===== src/rtl/assert_macros.svh =====
// Assertion macros shared by the encoder RTL files.
`ifndef ASSERT_MACROS_SVH
`define ASSERT_MACROS_SVH

`ifndef SYNTH
// Check that a property holds at every clock edge outside reset.
`define AHFE_ASSERT(lbl, clk, rst_n, prop, msg) \
    lbl: assert property (@(posedge clk) disable iff (!rst_n) (prop)) else $error(msg);
// Check that a condition never holds at a clock edge outside reset.
`define AHFE_ASSERT_NEVER(lbl, clk, rst_n, cond, msg) \
    lbl: assert property (@(posedge clk) disable iff (!rst_n) !(cond)) else $error(msg);
`else
`define AHFE_ASSERT(lbl, clk, rst_n, prop, msg)
`define AHFE_ASSERT_NEVER(lbl, clk, rst_n, cond, msg)
`endif

`endif


===== src/rtl/ahfe_pkg.sv =====
// Types, constants and helpers for the ASCII hex frame encoder.
package ahfe_pkg;

    localparam logic ACT_START = 1'b0;
    localparam logic ACT_DATA  = 1'b1;

    localparam logic [7:0] CSUM_BIAS    = 8'h55;
    localparam logic [7:0] CHAR_COLON   = 8'h3A;
    localparam logic [7:0] CHAR_NEWLINE = 8'h0A;
    localparam logic [7:0] CHAR_ZERO    = 8'h30;
    localparam logic [7:0] CHAR_A       = 8'h41;
    localparam logic [3:0] NIBBLE_TEN   = 4'd10;

    typedef struct packed {
        logic       action;
        logic [7:0] frame_length;
        logic [7:0] byte_value;
    } t_in_word;

    typedef struct packed {
        logic [7:0] out_char;
        logic       last_of_run;
    } t_out_word;

    // One word of work for the back end: optional colon, one hex byte,
    // optional trailer (checksum byte and newline).
    typedef struct packed {
        logic       head;
        logic [7:0] hex_val;
        logic       trailer;
        logic [7:0] sum_val;
    } t_cmd;

    typedef enum logic [2:0] {
        PH_START,
        PH_COLON,
        PH_HEX_HI,
        PH_HEX_LO,
        PH_SUM_HI,
        PH_SUM_LO,
        PH_NEWLINE
    } t_phase;

    function automatic logic [7:0] hex_char(input logic [3:0] nib);
        logic [7:0] res;
        if (nib < NIBBLE_TEN) begin
            res = CHAR_ZERO + {4'd0, nib};
        end else begin
            res = CHAR_A + {4'd0, nib - NIBBLE_TEN};
        end
        return res;
    endfunction

endpackage


===== src/rtl/ahfe_front.sv =====
// Front end: accepts input words, tracks the open frame and builds commands.
module ahfe_front (
    input  logic              i_clk,
    input  logic              i_rst_n,
    input  logic              i_valid,
    input  ahfe_pkg::t_in_word i_word,
    output logic              o_stall,
    input  logic              i_full,
    output logic              o_push,
    output ahfe_pkg::t_cmd    o_cmd
);
    import ahfe_pkg::*;

    logic [7:0] r_remaining, n_remaining;
    logic [7:0] r_checksum, n_checksum;
    logic       r_open, n_open;
    logic       accept;
    logic [7:0] sum_next;

    assign o_stall  = i_full;
    assign accept   = i_valid && !i_full;
    assign sum_next = r_checksum - i_word.byte_value;

    always_comb begin
        n_remaining = r_remaining;
        n_checksum  = r_checksum;
        n_open      = r_open;
        o_push      = 1'b0;
        o_cmd       = '0;
        if (accept) begin
            if (i_word.action == ACT_START) begin
                n_checksum    = '0;
                n_remaining   = i_word.frame_length;
                n_open        = (i_word.frame_length != 8'd0);
                o_push        = 1'b1;
                o_cmd.head    = 1'b1;
                o_cmd.hex_val = i_word.frame_length;
                o_cmd.trailer = (i_word.frame_length == 8'd0);
                o_cmd.sum_val = CSUM_BIAS;
            end else if (r_open) begin
                // drop data words that arrive with no frame open
                n_checksum    = sum_next;
                n_remaining   = r_remaining - 8'd1;
                n_open        = (r_remaining != 8'd1);
                o_push        = 1'b1;
                o_cmd.head    = 1'b0;
                o_cmd.hex_val = i_word.byte_value;
                o_cmd.trailer = (r_remaining == 8'd1);
                o_cmd.sum_val = sum_next + CSUM_BIAS;
            end
        end
    end

    always_ff @(posedge i_clk) begin
        if (!i_rst_n) begin
            r_remaining <= '0;
            r_checksum  <= '0;
            r_open      <= 1'b0;
        end else begin
            r_remaining <= n_remaining;
            r_checksum  <= n_checksum;
            r_open      <= n_open;
        end
    end

endmodule


===== src/rtl/ahfe_queue.sv =====
// Command queue between front and back end.
`include "assert_macros.svh"
module ahfe_queue #(
    parameter int DEPTH = 2
) (
    input  logic           i_clk,
    input  logic           i_rst_n,
    input  logic           i_push,
    input  ahfe_pkg::t_cmd i_cmd,
    output logic           o_full,
    input  logic           i_pop,
    output logic           o_valid,
    output ahfe_pkg::t_cmd o_cmd
);
    import ahfe_pkg::*;

    localparam int PTR_W = (DEPTH > 1) ? $clog2(DEPTH) : 1;
    localparam int CNT_W = $clog2(DEPTH + 1);
    localparam logic [PTR_W-1:0] LAST_PTR = PTR_W'(DEPTH - 1);
    localparam logic [CNT_W-1:0] FULL_CNT = CNT_W'(DEPTH);

    t_cmd             r_mem [DEPTH];
    logic [PTR_W-1:0] r_wr_ptr, r_rd_ptr;
    logic [CNT_W-1:0] r_count;
    logic             do_push, do_pop;

    assign o_full  = (r_count == FULL_CNT);
    assign o_valid = (r_count != '0);
    assign o_cmd   = r_mem[r_rd_ptr];
    assign do_push = i_push && !o_full;
    assign do_pop  = i_pop && o_valid;

    always_ff @(posedge i_clk) begin
        if (do_push) begin
            r_mem[r_wr_ptr] <= i_cmd;
        end
    end

    always_ff @(posedge i_clk) begin
        if (!i_rst_n) begin
            r_wr_ptr <= '0;
            r_rd_ptr <= '0;
            r_count  <= '0;
        end else begin
            if (do_push) begin
                r_wr_ptr <= (r_wr_ptr == LAST_PTR) ? '0 : r_wr_ptr + 1'b1;
            end
            if (do_pop) begin
                r_rd_ptr <= (r_rd_ptr == LAST_PTR) ? '0 : r_rd_ptr + 1'b1;
            end
            if (do_push && !do_pop) begin
                r_count <= r_count + 1'b1;
            end else if (do_pop && !do_push) begin
                r_count <= r_count - 1'b1;
            end
        end
    end

    `AHFE_ASSERT_NEVER(a_no_overflow, i_clk, i_rst_n, i_push && o_full, "push into full queue")
    `AHFE_ASSERT_NEVER(a_no_underflow, i_clk, i_rst_n, i_pop && !o_valid, "pop from empty queue")
    `AHFE_ASSERT(a_count_range, i_clk, i_rst_n, r_count <= FULL_CNT, "queue count out of range")

endmodule


===== src/rtl/ahfe_back.sv =====
// Back end: expands each command into ASCII characters behind an output register.
`include "assert_macros.svh"
module ahfe_back (
    input  logic                i_clk,
    input  logic                i_rst_n,
    input  logic                i_cmd_valid,
    input  ahfe_pkg::t_cmd      i_cmd,
    output logic                o_pop,
    output logic                o_valid,
    output ahfe_pkg::t_out_word o_word,
    input  logic                i_stall
);
    import ahfe_pkg::*;

    t_phase     r_phase, n_phase;
    t_phase     eff_phase;
    logic       r_out_valid;
    t_out_word  r_out_word;
    logic       advance;
    logic       is_last;
    logic [7:0] next_char;

    assign o_valid = r_out_valid;
    assign o_word  = r_out_word;

    always_ff @(posedge i_clk) begin
        if (!i_rst_n) begin
            r_phase <= PH_START;
        end else begin
            r_phase <= n_phase;
        end
    end

    always_comb begin
        eff_phase = r_phase;
        if (r_phase == PH_START) begin
            eff_phase = i_cmd.head ? PH_COLON : PH_HEX_HI;
        end
        advance   = i_cmd_valid && (!r_out_valid || !i_stall);
        is_last   = 1'b0;
        next_char = CHAR_COLON;
        n_phase   = r_phase;
        o_pop     = 1'b0;
        unique case (eff_phase)
            PH_COLON: begin
                next_char = CHAR_COLON;
            end
            PH_HEX_HI: begin
                next_char = hex_char(i_cmd.hex_val[7:4]);
            end
            PH_HEX_LO: begin
                next_char = hex_char(i_cmd.hex_val[3:0]);
                is_last   = !i_cmd.trailer;
            end
            PH_SUM_HI: begin
                next_char = hex_char(i_cmd.sum_val[7:4]);
            end
            PH_SUM_LO: begin
                next_char = hex_char(i_cmd.sum_val[3:0]);
            end
            PH_NEWLINE: begin
                next_char = CHAR_NEWLINE;
                is_last   = 1'b1;
            end
            default: begin
                next_char = CHAR_COLON;
            end
        endcase
        if (advance) begin
            if (is_last) begin
                n_phase = PH_START;
                o_pop   = 1'b1;
            end else begin
                unique case (eff_phase)
                    PH_COLON:  n_phase = PH_HEX_HI;
                    PH_HEX_HI: n_phase = PH_HEX_LO;
                    PH_HEX_LO: n_phase = PH_SUM_HI;
                    PH_SUM_HI: n_phase = PH_SUM_LO;
                    PH_SUM_LO: n_phase = PH_NEWLINE;
                    default:   n_phase = PH_START;
                endcase
            end
        end
    end

    always_ff @(posedge i_clk) begin
        if (!i_rst_n) begin
            r_out_valid <= 1'b0;
        end else if (advance) begin
            r_out_valid <= 1'b1;
        end else if (!i_stall) begin
            r_out_valid <= 1'b0;
        end
    end

    always_ff @(posedge i_clk) begin
        if (advance) begin
            r_out_word.out_char    <= next_char;
            r_out_word.last_of_run <= is_last;
        end
    end

    `AHFE_ASSERT(a_pop_has_cmd, i_clk, i_rst_n, o_pop |-> i_cmd_valid, "pop without command")
    `AHFE_ASSERT(a_pop_marks_last, i_clk, i_rst_n, o_pop |=> (r_out_valid && r_out_word.last_of_run), "pop without last char")
    `AHFE_ASSERT(a_newline_last, i_clk, i_rst_n, (r_out_valid && (r_out_word.out_char == CHAR_NEWLINE)) |-> r_out_word.last_of_run, "newline not last")

endmodule


===== src/rtl/ascii_hex_frame_encoder_unit.sv =====
// Top level of the ASCII hex frame encoder.
//
// Input channel: i_in_valid / o_in_stall carry one word (action, frame_length,
// byte_value). A start word emits ':' and the length as two upper-case hex
// digits; a data word emits its byte as two hex digits. After the last byte
// of a frame the same word also emits the checksum plus 0x55 as two hex
// digits and a newline. An empty frame closes at once. Data words with no
// frame open are dropped without output.
// Output channel: o_out_valid / i_out_stall carry one character per word,
// with last_of_run set on the final character caused by an input word.
// Each character passes the command queue and the output register after
// its input word is taken; one character per cycle leaves while the receiver
// does not stall, set by the single serializer in the back end. A data word
// yields 2 characters, a start 3, the closing data word 5, an empty start 6.
// A QUEUE_DEPTH command queue decouples the front end from the serializer;
// the input stalls only when it is full.
// Reset clears the frame state, the queue and the output valid flag.
// While the receiver stalls, the output word holds and the queue fills.
module ascii_hex_frame_encoder_unit #(
    parameter int QUEUE_DEPTH = 2
) (
    input  logic                i_clk,
    input  logic                i_rst_n,
    input  logic                i_in_valid,
    input  ahfe_pkg::t_in_word  i_in_word,
    output logic                o_in_stall,
    output logic                o_out_valid,
    output ahfe_pkg::t_out_word o_out_word,
    input  logic                i_out_stall
);
    import ahfe_pkg::*;

    // front end to queue
    logic push;
    t_cmd push_cmd;
    logic q_full;

    // queue to back end
    logic q_valid;
    t_cmd q_cmd;
    logic pop;

    // Classify words and keep frame length and checksum.
    ahfe_front u_front (
        .i_clk   (i_clk),
        .i_rst_n (i_rst_n),
        .i_valid (i_in_valid),
        .i_word  (i_in_word),
        .o_stall (o_in_stall),
        .i_full  (q_full),
        .o_push  (push),
        .o_cmd   (push_cmd)
    );

    // Hold pending commands so a stalled receiver does not block intake.
    ahfe_queue #(
        .DEPTH (QUEUE_DEPTH)
    ) u_queue (
        .i_clk   (i_clk),
        .i_rst_n (i_rst_n),
        .i_push  (push),
        .i_cmd   (push_cmd),
        .o_full  (q_full),
        .i_pop   (pop),
        .o_valid (q_valid),
        .o_cmd   (q_cmd)
    );

    // Expand commands into characters, one per cycle while a command waits and the receiver does not stall.
    ahfe_back u_back (
        .i_clk       (i_clk),
        .i_rst_n     (i_rst_n),
        .i_cmd_valid (q_valid),
        .i_cmd       (q_cmd),
        .o_pop       (pop),
        .o_valid     (o_out_valid),
        .o_word      (o_out_word),
        .i_stall     (i_out_stall)
    );

endmodule


===== config.mk =====
export PLATFORM = sky130hd
export DESIGN_NAME = ascii_hex_frame_encoder_unit
export DESIGN_NICKNAME = d
export VERILOG_FILES = /design/src/rtl/ahfe_pkg.sv /design/src/rtl/ahfe_front.sv /design/src/rtl/ahfe_queue.sv /design/src/rtl/ahfe_back.sv /design/src/rtl/ascii_hex_frame_encoder_unit.sv
export VERILOG_INCLUDE_DIRS = /design/src /design/src/rtl
export SDC_FILE = /design/constraint.sdc
export NUM_CORES = 1
export LEC_CHECK = 0
export BUFFER_PORTS_ARGS = -buffer_cell sky130_fd_sc_hd__buf_4
export CAP_MARGIN = 20
export CORE_MARGIN = 2
export CORE_UTILIZATION = 57
export CTS_CLUSTER_DIAMETER = 150
export CTS_CLUSTER_SIZE = 12
export DETAILED_ROUTE_END_ITERATION = 8
export GPL_TIMING_DRIVEN = 0
export PLACE_DENSITY = 0.85
export REMOVE_ABC_BUFFERS = 1
export SYNTH_ARGS = -nofsm -noshare
export SYNTH_HDL_FRONTEND = slang
export SYNTH_SLANG_ARGS = --single-unit

===== constraint.sdc =====
create_clock -name i_clk -period 2.7 [get_ports i_clk]
set_input_delay 0.54 -clock i_clk [delete_from_list [all_inputs] [get_ports i_clk]]
set_output_delay 0.54 -clock i_clk [all_outputs]
set_load 0.02 [all_outputs]

-- After elaboration in Yosys (flattened, before gate mapping)
Memories as Yosys holds them, arrays and structs flattened. A register that Yosys moved wholly into a read port is not among the register bits.
Cells that the tools add are included.
- word-level logic and storage cells: 98
- register bits: 34
- bits in writable memories: 36
- input port bits: 21
- memories: 1
- output and inout port bits: 11
- memories (name ; words ; width ; rd ports ; clocked after Yosys merged registers in ; wr ports ; RTL line ; source):
    u_queue.r_mem ; 2 ; 18 ; 1 ; 1 ; 1 ; ahfe_queue.sv:22 ; t_cmd r_mem [DEPTH];
- add/subtract/negate cells: 19
- order comparisons: 4
- reductions and logical operators: 19
- multiplexer cells: 34
- equality and inequality tests: 11
- operators with widths (operator ; number):
    $mux W8 ; 8
    $pmux W8 S5 ; 1
    $mux W18 ; 2
    $add A7 B4 Y8 const A ; 4
    $add A6 B4 Y7 const A ; 4
    $mux W17 ; 1
    $lt A4 B4 Y1 const B ; 4
    $sub A4 B4 Y4 const B ; 4
    $mux W1 ; 15
    $pmux W3 S5 ; 1
    $eq A3 B3 Y1 const B ; 3
    $add A8 B7 Y8 const B ; 1
    $eq A8 B1 Y1 const B ; 1
    $logic_not A8 Y1 ; 1
    $ne A8 B1 Y1 const B ; 1
    $reduce_bool A8 Y1 ; 1
    $sub A8 B1 Y8 const B ; 1
    $sub A8 B8 Y8 ; 1
    $eq A3 B2 Y1 const B ; 2
    $logic_and A1 B1 Y1 ; 6
    $logic_not A1 Y1 ; 6
    $mux W2 ; 3
    $mux W3 ; 2
    $ne A2 B1 Y1 const B ; 2
    10 further kinds ; 12

-- Depth between registers and ports, before layout
Gate-level depths: netlist of run 1.
- word-level depth: 10
- mapped depth: 10
- depth with buffers taken out: 10

-- Modules after synthesis
A second synthesis of run 1 with hierarchy kept.
- cells, all modules: 420
- area, all modules: 4174.0 µm²
- modules (own cells, without submodules) (module ; area an instance (µm²) ; seq. area each (µm²) ; times used ; cells an instance):
    ahfe_queue ; 1532.7 ; 1181.1 ; 1 ; 81
    ahfe_front ; 1465.2 ; 340.3 ; 1 ; 198
    ahfe_back ; 1176.1 ; 320.3 ; 1 ; 141

-- Worst setup path before layout of run 1
No wires, ideal clock.
- path type: input to register
- start point: input port i_in_valid
- end point: memory u_queue.r_mem[0][0] (netlist bit), enable pin
- slack: 0.235 ns
- buffers on the path: 2
- library setup time: 0.394 ns
- stages: 5
- arrival time: 2.071 ns
- required time: 2.306 ns
- path through: and2_1 clkbuf_1 o21ai_2 clkbuf_1 nor2_1
- longest elaborated chain between the ends: 5
- ends and longest elaborated chain (what ; RTL line ; source):
    from (decl) ; ascii_hex_frame_encoder_unit.sv:24 ; input logic i_in_valid,
    $logic_and A1 B1 Y1 ; ahfe_front.sv:21 ; assign accept = i_valid && !i_full;
    $mux W1 ; ahfe_front.sv:30 ; if (accept) begin
    $logic_and A1 B1 Y1 ; ahfe_queue.sv:30 ; assign do_push = i_push && !o_full;
    $mux W1 ; ahfe_queue.sv:34 ; if (do_push) begin
    $mux W1 (implied by the code) ; ahfe_queue.sv:35 ; r_mem[r_wr_ptr] <= i_cmd;
    to (decl) ; ahfe_queue.sv:22 ;
No other way between the ends.

==> out/metrics.yaml, run 1 <==
status:
  status: "complete, no violations"
hold_path:
  hold_path_end: "u_back.o_valid"
  hp-class: "primary input to flop"
  hp-start: "i_out_stall"
  holdPathStages: 3
layout:
  area_growth_pct: 12.28
  fin_nets: 493
  fillers: 559
  final_area_sq_um: 4690
  layout-drive-gt1-share: 0.1523
  fin_cells: 552
  diodes: 0
sta:
  fin_skew_ns: 0.01240
  slew_headroom: 0.5190
  rsz0062_at_grt: "no"
  fmax_mhz: 404.2
  finalHoldViolCount: 0
  finalSetupViolations: 0
  fin_crit_sh: 0.9164
  tightest_slew_ns: 0.7188
  period_minus_slack_ns: 2.474
  slew_viol_final: 0
yosys:
  syn_avg_cell_area_sq_um: 10.02
  synth_edf_count: 44
  synth_warnings: 0
  synth_mux_area_frac: 0.05782
  synth_area_sq_um: 4177
  yosysSeqAreaShare: 0.4410
  synth_compound_area_frac: 0.1678
  synth_cell_type_count: 65
  synth-main-ff-cell: "edfxtp_1"
  synthCells: 417
  ys_ff_latch: 70
  synthSimpleGateAreaFrac: 0.1630
  synth_top_family_by_area: "compound AO/OA/AOI/OAI gates"
  synth_fa_ha_area_frac: 0.07370
  synth_xor_area_frac: 0.05872
  async_flop_share: 0
floorplanning:
  die_y_um: 89.60
  die-area_sq_um: 8028
  start_util: 0.5820
  io_pins: 32
  core_sq_um: 7176
  rows: 31
  fp.dieW_um: 89.60
grt:
  overflow: 0
  track_usage: 0.2403
  antenna_found_initial: 0
  grt_pass1_vias: 3133
  grt_pass1_wl_um: 14430
  grt_max_degree: 27
setup_path:
  r2r_cells: 7
  crit_family: "compound AO/OA/AOI/OAI gates"
  crit_fanout: 22
  max_stage_delay_ns: 0.53
  critical_path_class: "flop to flop"
  rrSetupSlack_ns: 0.23
  critical_path.cell_chain: "buf_16 -> mux2_2 -> o211a_1 -> a21oi_1 -> a221oi_2 -> o21ai_1 -> or4_1"
  required_ns: 2.80
  cp-end-kind: "flop"
  worstReg2RegEnd: "u_back.o_word[5]"
  path_buf_inv: 1
  crit_arrival_ns: 2.57
  cpMaxStageDelayCell: "or4_1"
  startpoint_type: "flop"
place:
  place.gp.congestion: 0.8934
  dp_hpwl_um: 6430
  postPlaceCellArea_sq_um: 4492
  placed_cells: 535
  portBuffers: 30
clock_network:
  cts_num_sinks: 70
  cts_buffers: 9
  postCtsSetupBuffers: 0
  cts_tree: "yes"
  insertion_delay_ns: 0.36
  h-tree-depth: 3
  ctsLongestPathBuffers: 2
  cts_root_buf: "clkbuf_8"
  clkTransAtPathRegs_ns: 0.07
power_and_ir_drop:
  p_leak_nw: 1.754
  sw_frac_of_total: 0.2980
  power_frac_seq: 0.479
  switchingPower_uw: 808.9
  powerDensity_nw_per_um2: 578.8
  peakVddDrop_v: 0.0003032
  p_comb_frac: 0.243
  p_int_mw: 1.905
  clkPwrFrac: 0.278
detailed_routing:
  wl_um: 8762
  first_pass_iters: 5
  first_iter_violations: 180
  via_per_inst: 5.931
  ant_nets: 0
  vias: 3274
  wl_per_cell_um: 15.87
  drc: 0
flow_run:
  max_cap_viol_count: 0
## cells by family after synthesis
family | count (synthesis)
AO/OA/AOI/OAI | 102
XOR/XNOR | 28
flip-flops | 70
AND/OR/NAND/NOR | 134
adder cells (fa/ha/maj) | 24
other | 1
buffers and inverters | 35
multiplexers | 23
## timing repair
item | in CTS | in global routing
hold buffers | 0 | 0
endpoints found under the setup margin | 0 | 6
resized for setup | 0 | 4
## metal layers
layer	track usage	vias up	wire (um)
met5	0	-	0
met4	0.1533	0	365
met3	0.04022	31	543
met2	0.3930	139	4209
met1	0.2943	1523	3642
li1	-	1581	-
## area by class of cell
cell class	instances	area (sq um)	share of cell area
multi-input cells	312	2197	0.4685
flip-flops and latches	70	1843	0.3930
repair buffers	34	275.3	0.05870
clock buffers	15	166.4	0.03549
well taps	99	123.9	0.02641
inverters	21	78.83	0.01681
clock inverters	1	5.005	0.001067
## worst reg2reg max path, cell delays in order (launching register included)
cell and delay (ns):
dfxtp_2 0.50, buf_16 0.21, mux2_2 0.24, o211a_1 0.27, a21oi_1 0.12, a221oi_2 0.22
o21ai_1 0.12, or4_1 0.53
## stage by stage
stage	setup WS [ns]	setup TNS [ns]	hold slack, ns	power (mW)	utilization
6_report	0.2258	0	0.4603	2.714	0.6535
5_1_grt	0.08557	0	0.5023	2.854	0.6535
4_1_cts	0.05181	0	0.4557	2.711	0.6499
3_5_place_dp	-0.3322	-0.6838	0.4771	1.963	0.6260
3_3_place_gp	-0.4154	-10.51	0.4616	1.934	0.6201
2_1_floorplan	-0.02684	-0.02684	0.4553	1.768	-
## cells in the final DEF, fill, tap and decap left out, types with 5 or more instances in the layout
cell	n
a21boi_0	7
a21oi_1	17
a22oi_1	10
a31oi_1	5
and2_1	9
buf_4	33
clkbuf_8	11
dfxtp_1	25
edfxtp_1	44
ha_1	23
inv_1	21
mux2_2	6
mux2i_1	16
nand2_1	36
nand2b_1	5
nand3_1	5
nor2_1	29
nor2b_1	13
nor3_1	10
nor4_1	5
o21a_1	6
o21ai_0	25
xnor2_1	16
xor2_1	12
## Yosys cell counts (all sizes together), types with 6 or more instances
master / instances / area share
mux2: 6 / 0.016
a21oi: 18 / 0.022
nor2: 30 / 0.028
nor3: 11 / 0.014
edfxtp: 44 / 0.32
nand2: 37 / 0.034
o21a: 6 / 0.011
buf: 6 / 0.011
mux2i: 17 / 0.042
clkbuf: 8 / 0.0075
and2: 9 / 0.013
xnor2: 16 / 0.034
a211oi: 6 / 0.014
inv: 21 / 0.019
xor2: 12 / 0.025
ha: 23 / 0.069
a22oi: 10 / 0.018
a21boi: 7 / 0.013
nor2b: 13 / 0.019
o21ai: 27 / 0.033
dfxtp: 26 / 0.12
## power by group through the flow
stage | clock network (mW) | logic [mW] | registers (mW)
floorplan | 0 | 0.421 | 1.35
global placement | 0 | 0.613 | 1.32
detailed placement | 0 | 0.639 | 1.32
CTS | 0.767 | 0.644 | 1.30
global route | 0.810 | 0.730 | 1.31
finish | 0.755 | 0.659 | 1.30
## sequential cells by signal, indices dropped and copies added, names as in the netlist, named ones only
name / cells
u_back.o_valid: 1
u_back.o_word: 8
u_back.r_phase: 3
u_front.r_checksum: 8
u_front.r_open: 1
u_front.r_remaining: 8
u_queue.r_count: 2
u_queue.r_mem: 36
u_queue.r_rd_ptr: 1
u_queue.r_wr_ptr: 1
## worst max path at each step
stage | startpoint | endpoint | slack, ns | cells after the start
5_1_grt | u_front.r_checksum[0] | u_queue.r_mem[0][6] | 0.09 | 10
4_1_cts | flop | u_back.o_word[5] | 0.05 | 7
2_1_floorplan | flop | u_back.o_word[5] | -0.03 | 6
3_5_place_dp | i_in_word[16] | u_queue.r_count[1] | -0.33 | 7
6_report | flop | u_back.o_word[5] | 0.23 | 7
3_3_place_gp | flop | u_back.o_word[5] | -0.42 | 5
Power figures use the tool's default switching activity.
==> run 2: changes to the inputs <==
--- a/config.mk
+++ b/config.mk
@@ -8,13 +8,15 @@
 export LEC_CHECK = 0
 export BUFFER_PORTS_ARGS = -buffer_cell sky130_fd_sc_hd__buf_4
 export CAP_MARGIN = 20
+export CELL_PAD_IN_SITES_DETAIL_PLACEMENT = 1
+export CELL_PAD_IN_SITES_GLOBAL_PLACEMENT = 1
 export CORE_MARGIN = 2
-export CORE_UTILIZATION = 57
+export CORE_UTILIZATION = 48
 export CTS_CLUSTER_DIAMETER = 150
 export CTS_CLUSTER_SIZE = 12
 export DETAILED_ROUTE_END_ITERATION = 8
 export GPL_TIMING_DRIVEN = 0
-export PLACE_DENSITY = 0.85
+export PLACE_DENSITY = 0.9
 export REMOVE_ABC_BUFFERS = 1
 export SYNTH_ARGS = -nofsm -noshare
 export SYNTH_HDL_FRONTEND = slang
==> run 2 against run 1 <==
  * First-iteration DRC count fell by 26%
  * Clock-buffer cell count fell by 4
  * Critical endpoint unchanged
  * Setup slack got worse by 0.052 ns
  * Non-clock buffer count did not move
  * Combinational power rose by 3.3%
  * Flip-flop and latch count did not move
  * Clock power rose by 6.1%
  * Routed wire length rose by 23%
  * Via count rose by 2.6%
  * Register-to-register slack got worse by 0.05 ns
  * Clock skew rose by 0.0046 ns
  * Final cell count rose by 1.6%
  * Critical path type unchanged
==> out/metrics.yaml, run 2 (synthesis gave the netlist of run 1 again) <==
detailed_routing:
  first_pass_iters: 4  # -1
  drc: 0  # unchanged
  wl_um: 10770  # +23%
  ant_nets: 0  # unchanged
  wl_per_cell_um: 19.20  # +21%
  vias: 3360  # +2.6%
  via_per_inst: 5.989  # +0.98%
  first_iter_violations: 133  # -26%
layout:
  mostFrequentLayoutCells: "edfxtp_1 (44), nand2_1 (36), buf_4 (33)"
  layout-drive-gt1-share: 0.1611  # +0.008830
  layout_commonest_cell: "edfxtp_1"
  fin_nets: 493  # unchanged
  area_growth_pct: 12.88
  largest_reg_flops: 36  # unchanged
  regMostFlops: "u_queue.r_mem"
  diodes: 0  # unchanged
  final_area_sq_um: 4715  # +0.53%
sta:
  slew_viol_final: 0  # unchanged
  rsz0062_at_grt: "yes"
  fin_crit_sh: 0.9356  # +0.01922
  fmax_mhz: 395.9  # -2.1%
  finalHoldViolCount: 0  # unchanged
  timing.final.ws_setup_ns: 0.1739  # -0.05191 ns
  finalSetupViolations: 0  # unchanged
  slew_headroom: 0.3618  # -0.1572
  fin_skew_ns: 0.01700  # +0.004606 ns
  tightest_slew_ns: 0.9563  # +0.2374 ns
  period_minus_slack_ns: 2.526  # +0.05191 ns
setup_path:
  critical_path.cell_chain: "buf_16 -> mux2i_1 -> ha_1 -> xnor2_1 -> nor4b_1 -> or4_1"
  crit_fanout: 22  # unchanged
  startpoint_type: "flop"
  rrSetupSlack_ns: 0.17  # -0.05 ns
  cpMaxStageDelayCell: "or4_1"
  critical_path_class: "flop to flop"
  worstReg2RegEnd: "u_back.o_word[5]"
  required_ns: 2.78  # -0.02 ns
  max_stage_delay_ns: 0.52  # about the same
  crit_arrival_ns: 2.61  # +0.04 ns
  cp-end-kind: "flop"
  r2r_cells: 6  # -1
floorplanning:
  io_pins: 32  # unchanged
  rows: 34  # +9.7%
  die-area_sq_um: 9463  # +18%
  die_y_um: 97.28  # +8.6%
  start_util: 0.4860  # -0.09602
  core_sq_um: 8593  # +20%
  fp.dieW_um: 97.28  # +8.6%
grt:
  grt_max_degree: 27  # unchanged
  antenna_found_initial: 0  # unchanged
  grt_pass1_wl_um: 17570  # +22%
  track_usage: 0.2300  # -0.01033
  grt_pass1_vias: 3527  # +13%
  overflow: 0  # unchanged
place:
  portBuffers: 30  # unchanged
  place.gp.congestion: 0.8852  # -0.92%
  place_ws_ns: -0.4537  # -0.1215 ns
  postPlaceCellArea_sq_um: 4498  # +0.14%
  dp_hpwl_um: 8011  # +25%
power_and_ir_drop:
  peakVddDrop_v: 0.0002280  # -25%
  p_leak_nw: 1.763  # +0.49%
  powerDensity_nw_per_um2: 591.9  # +2.3%
  fin_total_pwr_mw: 2.791  # +2.8%
hold_path:
  hold_path_end: "u_front.r_checksum[7]"
  hp-start: "u_front.r_checksum[7]"
  hp-class: "flop to flop"
  holdPathStages: 2  # -1
clock_network:
  clkTransAtPathRegs_ns: 0.08  # about the same
  ctsLongestPathBuffers: 2  # unchanged
  cts_tree: "yes"
  cts_root_buf: "clkbuf_8"
  cts_buffers: 9  # unchanged
  cts_num_sinks: 70  # unchanged
  cts_hold_buffers: 0  # unchanged
  insertion_delay_ns: 0.34  # -0.02 ns
  h-tree-depth: 3  # unchanged
flow_run:
  max_cap_viol_count: 0  # unchanged
status:
  status: "complete, no violations"
[run 2: cell types whose count changed in the layout (fill, tap and decap cells not counted), sizes merged]
cell,change
inv,+2
clkbuf,-4
clkinv,+2
[run 2: timing repair]
action,4_1_cts,5_1_grt
setup endpoints to repair,1,6
pin swaps,0,1
gates resized for setup,2,2
setup buffers,0,2
[run 2: power by group]
part           switching [mW]  internal, mW
Combinational           0.406         0.276
Clock                   0.411         0.390
Sequential             0.0641          1.24
Total                   0.880          1.91
[run 2: worst max path at each step]
| stage | from | endpoint | slack, ns | cells past startpoint |
|---|---|---|---|---|
| CTS | flop | u_back.o_word[5] | 0.007 | 6 |
| floorplan | flop | u_back.o_word[5] | -0.03 | 6 |
| global placement | flop | u_back.o_word[5] | -0.47 | 5 |
| global route | u_front.r_checksum[0] | u_queue.r_mem[1][6] | -0.005 | 10 |
| finish | flop | u_back.o_word[5] | 0.17 | 6 |
| detailed placement | i_in_word[16] | u_queue.r_count[1] | -0.45 | 7 |
[run 2: stage by stage]
step | util | hold slack, ns | TNS (ns) | std cells
final | 0.5486 | 0.4791 | 0 | 561
after CTS | 0.5462 | 0.4792 | 0 | 559
after detailed placement | 0.5234 | 0.4750 | -1.292 | 543
after global routing | 0.5486 | 0.5047 | -0.006549 | 561
after floorplan | - | 0.4553 | -0.02684 | 403
after global placement | 0.5191 | 0.4621 | -12.39 | 541
[run 2: layer usage]
metal	routed length, um	part of all wire	vias up	GRT usage
met5	0	0	-	0
met4	255	0.024	0	0.08547
met3	401	0.037	24	0.03741
met2	5605	0.52	85	0.4161
met1	4507	0.42	1672	0.2749
li1	-	-	1579	-
[run 2: worst max-delay path: cells and delay by family, from the launching register on]
kind / cells / cell delay [ns]
xor gates and xnor gates: 1 / 0.14
muxes: 1 / 0.49
buffers and inverters: 1 / 0.21
and+or+nand+nor: 2 / 0.59
adders and majority gates: 1 / 0.32
DFF: 1 / 0.51
[run 2: layout make-up]
type / instances / area [sq um]
Fill cell: 990 / 3879
Multi-Input combinational cell: 312 / 2198
Sequential cell: 70 / 1843
Timing Repair Buffer: 34 / 275.3
Clock buffer: 11 / 152.6
Tap cell: 108 / 135.1
Inverter: 21 / 78.83
Clock inverter: 5 / 31.28
==> run 3: changes to the inputs <==
--- a/config.mk
+++ b/config.mk
@@ -6,17 +6,18 @@
 export SDC_FILE = /design/constraint.sdc
 export NUM_CORES = 1
 export LEC_CHECK = 0
+export ABC_CLOCK_PERIOD_IN_PS = 3000
 export BUFFER_PORTS_ARGS = -buffer_cell sky130_fd_sc_hd__buf_4
 export CAP_MARGIN = 20
 export CELL_PAD_IN_SITES_DETAIL_PLACEMENT = 1
 export CELL_PAD_IN_SITES_GLOBAL_PLACEMENT = 1
 export CORE_MARGIN = 2
-export CORE_UTILIZATION = 48
+export CORE_UTILIZATION = 51
 export CTS_CLUSTER_DIAMETER = 150
 export CTS_CLUSTER_SIZE = 12
 export DETAILED_ROUTE_END_ITERATION = 8
 export GPL_TIMING_DRIVEN = 0
-export PLACE_DENSITY = 0.9
+export PLACE_DENSITY = 0.94
 export REMOVE_ABC_BUFFERS = 1
 export SYNTH_ARGS = -nofsm -noshare
 export SYNTH_HDL_FRONTEND = slang
==> constraint.sdc (replaced) <==
create_clock -name i_clk -period 3 [get_ports i_clk]
set_input_delay 0.6 -clock i_clk [delete_from_list [all_inputs] [get_ports i_clk]]
set_output_delay 0.6 -clock i_clk [all_outputs]
set_load 0.02 [all_outputs]
==> run 3 against run 2 <==
  * Clock skew fell by 0.0029 ns
  * Clock-buffer cell count rose by 3
  * Largest cell class unchanged
  * Design area rose by 0.77%
  * Sequential power fell by 9.9%
  * Highest routed layer unchanged
  * Routed wire length rose by 7.7%
  * Final cell count fell by 0.71%
  * Largest power group unchanged
  * Die area fell by 5.6%
==> out/metrics.yaml, run 3 (synthesis gave the netlist of run 1 again) <==
floorplanning:
  rows: 33  # -2.9%
  core_sq_um: 8093  # -5.8%
  fp.dieW_um: 94.50  # -2.9%
  die_y_um: 94.50  # -2.9%
  die-area_sq_um: 8929  # -5.6%
  start_util: 0.5161  # +0.03006
  io_pins: 32  # unchanged
clock_network:
  h-tree-depth: 3  # unchanged
  cts_resized: 0  # -2
  cts_num_sinks: 70  # unchanged
  ctsLongestPathBuffers: 2  # unchanged
  cts_root_buf: "clkbuf_8"
  insertion_delay_ns: 0.37  # +0.03 ns
  clkTransAtPathRegs_ns: 0.08  # about the same
  postCtsSetupBuffers: 0  # unchanged
  cts_hold_buffers: 0  # unchanged
  cts_tree: "yes"
  cts_buffers: 9  # unchanged
sta:
  rsz0062_at_grt: "no"
  finalSetupViolations: 0  # unchanged
  fmax_mhz: 347.0
  finalHoldViolCount: 0  # unchanged
  period_minus_slack_ns: 2.882
  fin_skew_ns: 0.01407  # -0.002929 ns
  slew_headroom: 0.3652  # +0.003392
  tightest_slew_ns: 0.9512  # -0.005084 ns
  fin_crit_sh: 0.9605
  slew_viol_final: 0  # unchanged
  final.setup.tns_ns: 0  # unchanged
setup_path:
  crit_fanout: 19  # -14%
  required_ns: 3.28  # +0.50 ns
  startpoint_type: "primary input"
  critPathLaunch: "i_in_word[16]"
  critical_path_class: "primary input to flop"
  cp-endpoint: "u_queue.r_count[1]"
  cp-end-kind: "flop"
  r2r_cells: 6  # unchanged
  crit_arrival_ns: 3.16  # +0.55 ns
  worstReg2RegEnd: "u_back.o_word[5]"
  rrSetupSlack_ns: 0.17  # about the same
power_and_ir_drop:
  power_frac_seq: 0.433  # -0.036
  p_int_mw: 1.892  # -0.97%
  p_leak_nw: 1.786  # +1.3%
  fin_total_pwr_mw: 2.718  # -2.6%
  switchingPower_uw: 826.3  # -6.1%
  p_comb_frac: 0.232  # -0.012
  powerDensity_nw_per_um2: 572.1  # -3.3%
  clkPwrFrac: 0.335  # +0.048
  peakVddDrop_v: 0.0002314  # +1.5%
  sw_frac_of_total: 0.3040  # -0.01149
layout:
  largest_reg_flops: 36  # unchanged
  layout-drive-gt1-share: 0.1549  # -0.006281
  area_growth_pct: 13.75
  final_area_sq_um: 4751  # +0.77%
  layout_commonest_cell: "edfxtp_1"
  regMostFlops: "u_queue.r_mem"
  fin_util: 0.5870  # +0.03841
  fin_nets: 492  # -0.20%
  fillers: 932  # -5.9%
  diodes: 0  # unchanged
  mostFrequentLayoutCells: "edfxtp_1 (44), nand2_1 (36), buf_4 (32)"
grt:
  grt_max_degree: 27  # unchanged
  antenna_found_initial: 0  # unchanged
  track_usage: 0.2809  # +0.05090
  overflow: 0  # unchanged
  grt_pass1_vias: 3691  # +4.6%
  grt_pass1_wl_um: 18840  # +7.2%
detailed_routing:
  wl_um: 11600  # +7.7%
  via_per_inst: 6.145  # +2.6%
  wl_per_cell_um: 20.82  # +8.5%
  first_iter_violations: 180  # +35%
  first_pass_iters: 4  # unchanged
  vias: 3423  # +1.9%
  ant_nets: 0  # unchanged
  drc: 0  # unchanged
flow_run:
  max_cap_viol_count: 0  # unchanged
place:
  place.gp.congestion: 0.8781  # -0.80%
  dp_hpwl_um: 8296  # +3.6%
  postPlaceCellArea_sq_um: 4494  # about the same
  portBuffers: 30  # unchanged
status:
  status: "complete, no violations"
hold_path:
  hp-class: "flop to flop"
==> run 3: cell count changes in the layout (fill, tap and decap cells not counted), sizes merged <==
cell / delta
clkinv: -2
inv: -1
buf: -1
clkbuf: +3
==> run 3: how the worst min path moves through the flow <==
stage	from	endpoint	cells after the start
6_report	u_front.r_checksum[7]	u_front.r_checksum[7]	2
5_1_grt	u_front.r_checksum[7]	u_front.r_checksum[7]	2
4_1_cts	u_front.r_checksum[7]	u_front.r_checksum[7]	2
3_5_place_dp	u_front.r_checksum[7]	u_front.r_checksum[7]	2
3_3_place_gp	u_back.o_valid	u_back.o_valid	2
2_1_floorplan	u_front.r_checksum[7]	u_front.r_checksum[7]	2
==> run 3: cell type report <==
class | instances | area (sq um) | share of cell area
Timing Repair Buffer | 33 | 267.8 | 0.05636
Sequential cell | 70 | 1842 | 0.3877
Multi-Input combinational cell | 312 | 2182 | 0.4593
Clock buffer | 14 | 237.7 | 0.05004
Inverter | 21 | 78.83 | 0.01659
Clock inverter | 2 | 11.26 | 0.002370
Tap cell | 105 | 131.4 | 0.02765
==> run 3: metal layers <==
| layer | wire, um | up-vias | part of all wire | track usage |
|---|---|---|---|---|
| li1 | - | 1575 | - | - |
| met1 | 4603 | 1682 | 0.40 | 0.3240 |
| met2 | 6021 | 128 | 0.52 | 0.5018 |
| met3 | 512 | 38 | 0.044 | 0.04469 |
| met4 | 461 | 0 | 0.040 | 0.1449 |
| met5 | 0 | - | 0 | 0 |
==> run 3: power groups by stage <==
stage | Combinational [mW] | Clock, mW | Sequential [mW]
after floorplan | 0.379 | 0 | 1.21
after global placement | 0.558 | 0 | 1.19
after detailed placement | 0.602 | 0 | 1.20
after CTS | 0.619 | 0.917 | 1.18
after global routing | 0.686 | 0.948 | 1.19
final | 0.632 | 0.910 | 1.18
==> run 3: through the flow <==
stage / setup WS (ns) / hold slack, ns / std cells
finish: 0.1185 / 0.5074 / 557
global route: 0.006772 / 0.5370 / 557
CTS: 0.1702 / 0.4988 / 556
detailed placement: -0.2065 / 0.4826 / 540
global placement: -0.1304 / 0.4616 / 538
floorplan: 0.2732 / 0.4553 / 403
==> run 3: worst max-delay path, stage by stage <==
cell	delay (ns)
buf_4	0.20
inv_1	0.25
o21ai_2	0.78
inv_1	0.33
ha_1	0.40
or3_1	0.38
a21boi_0	0.20
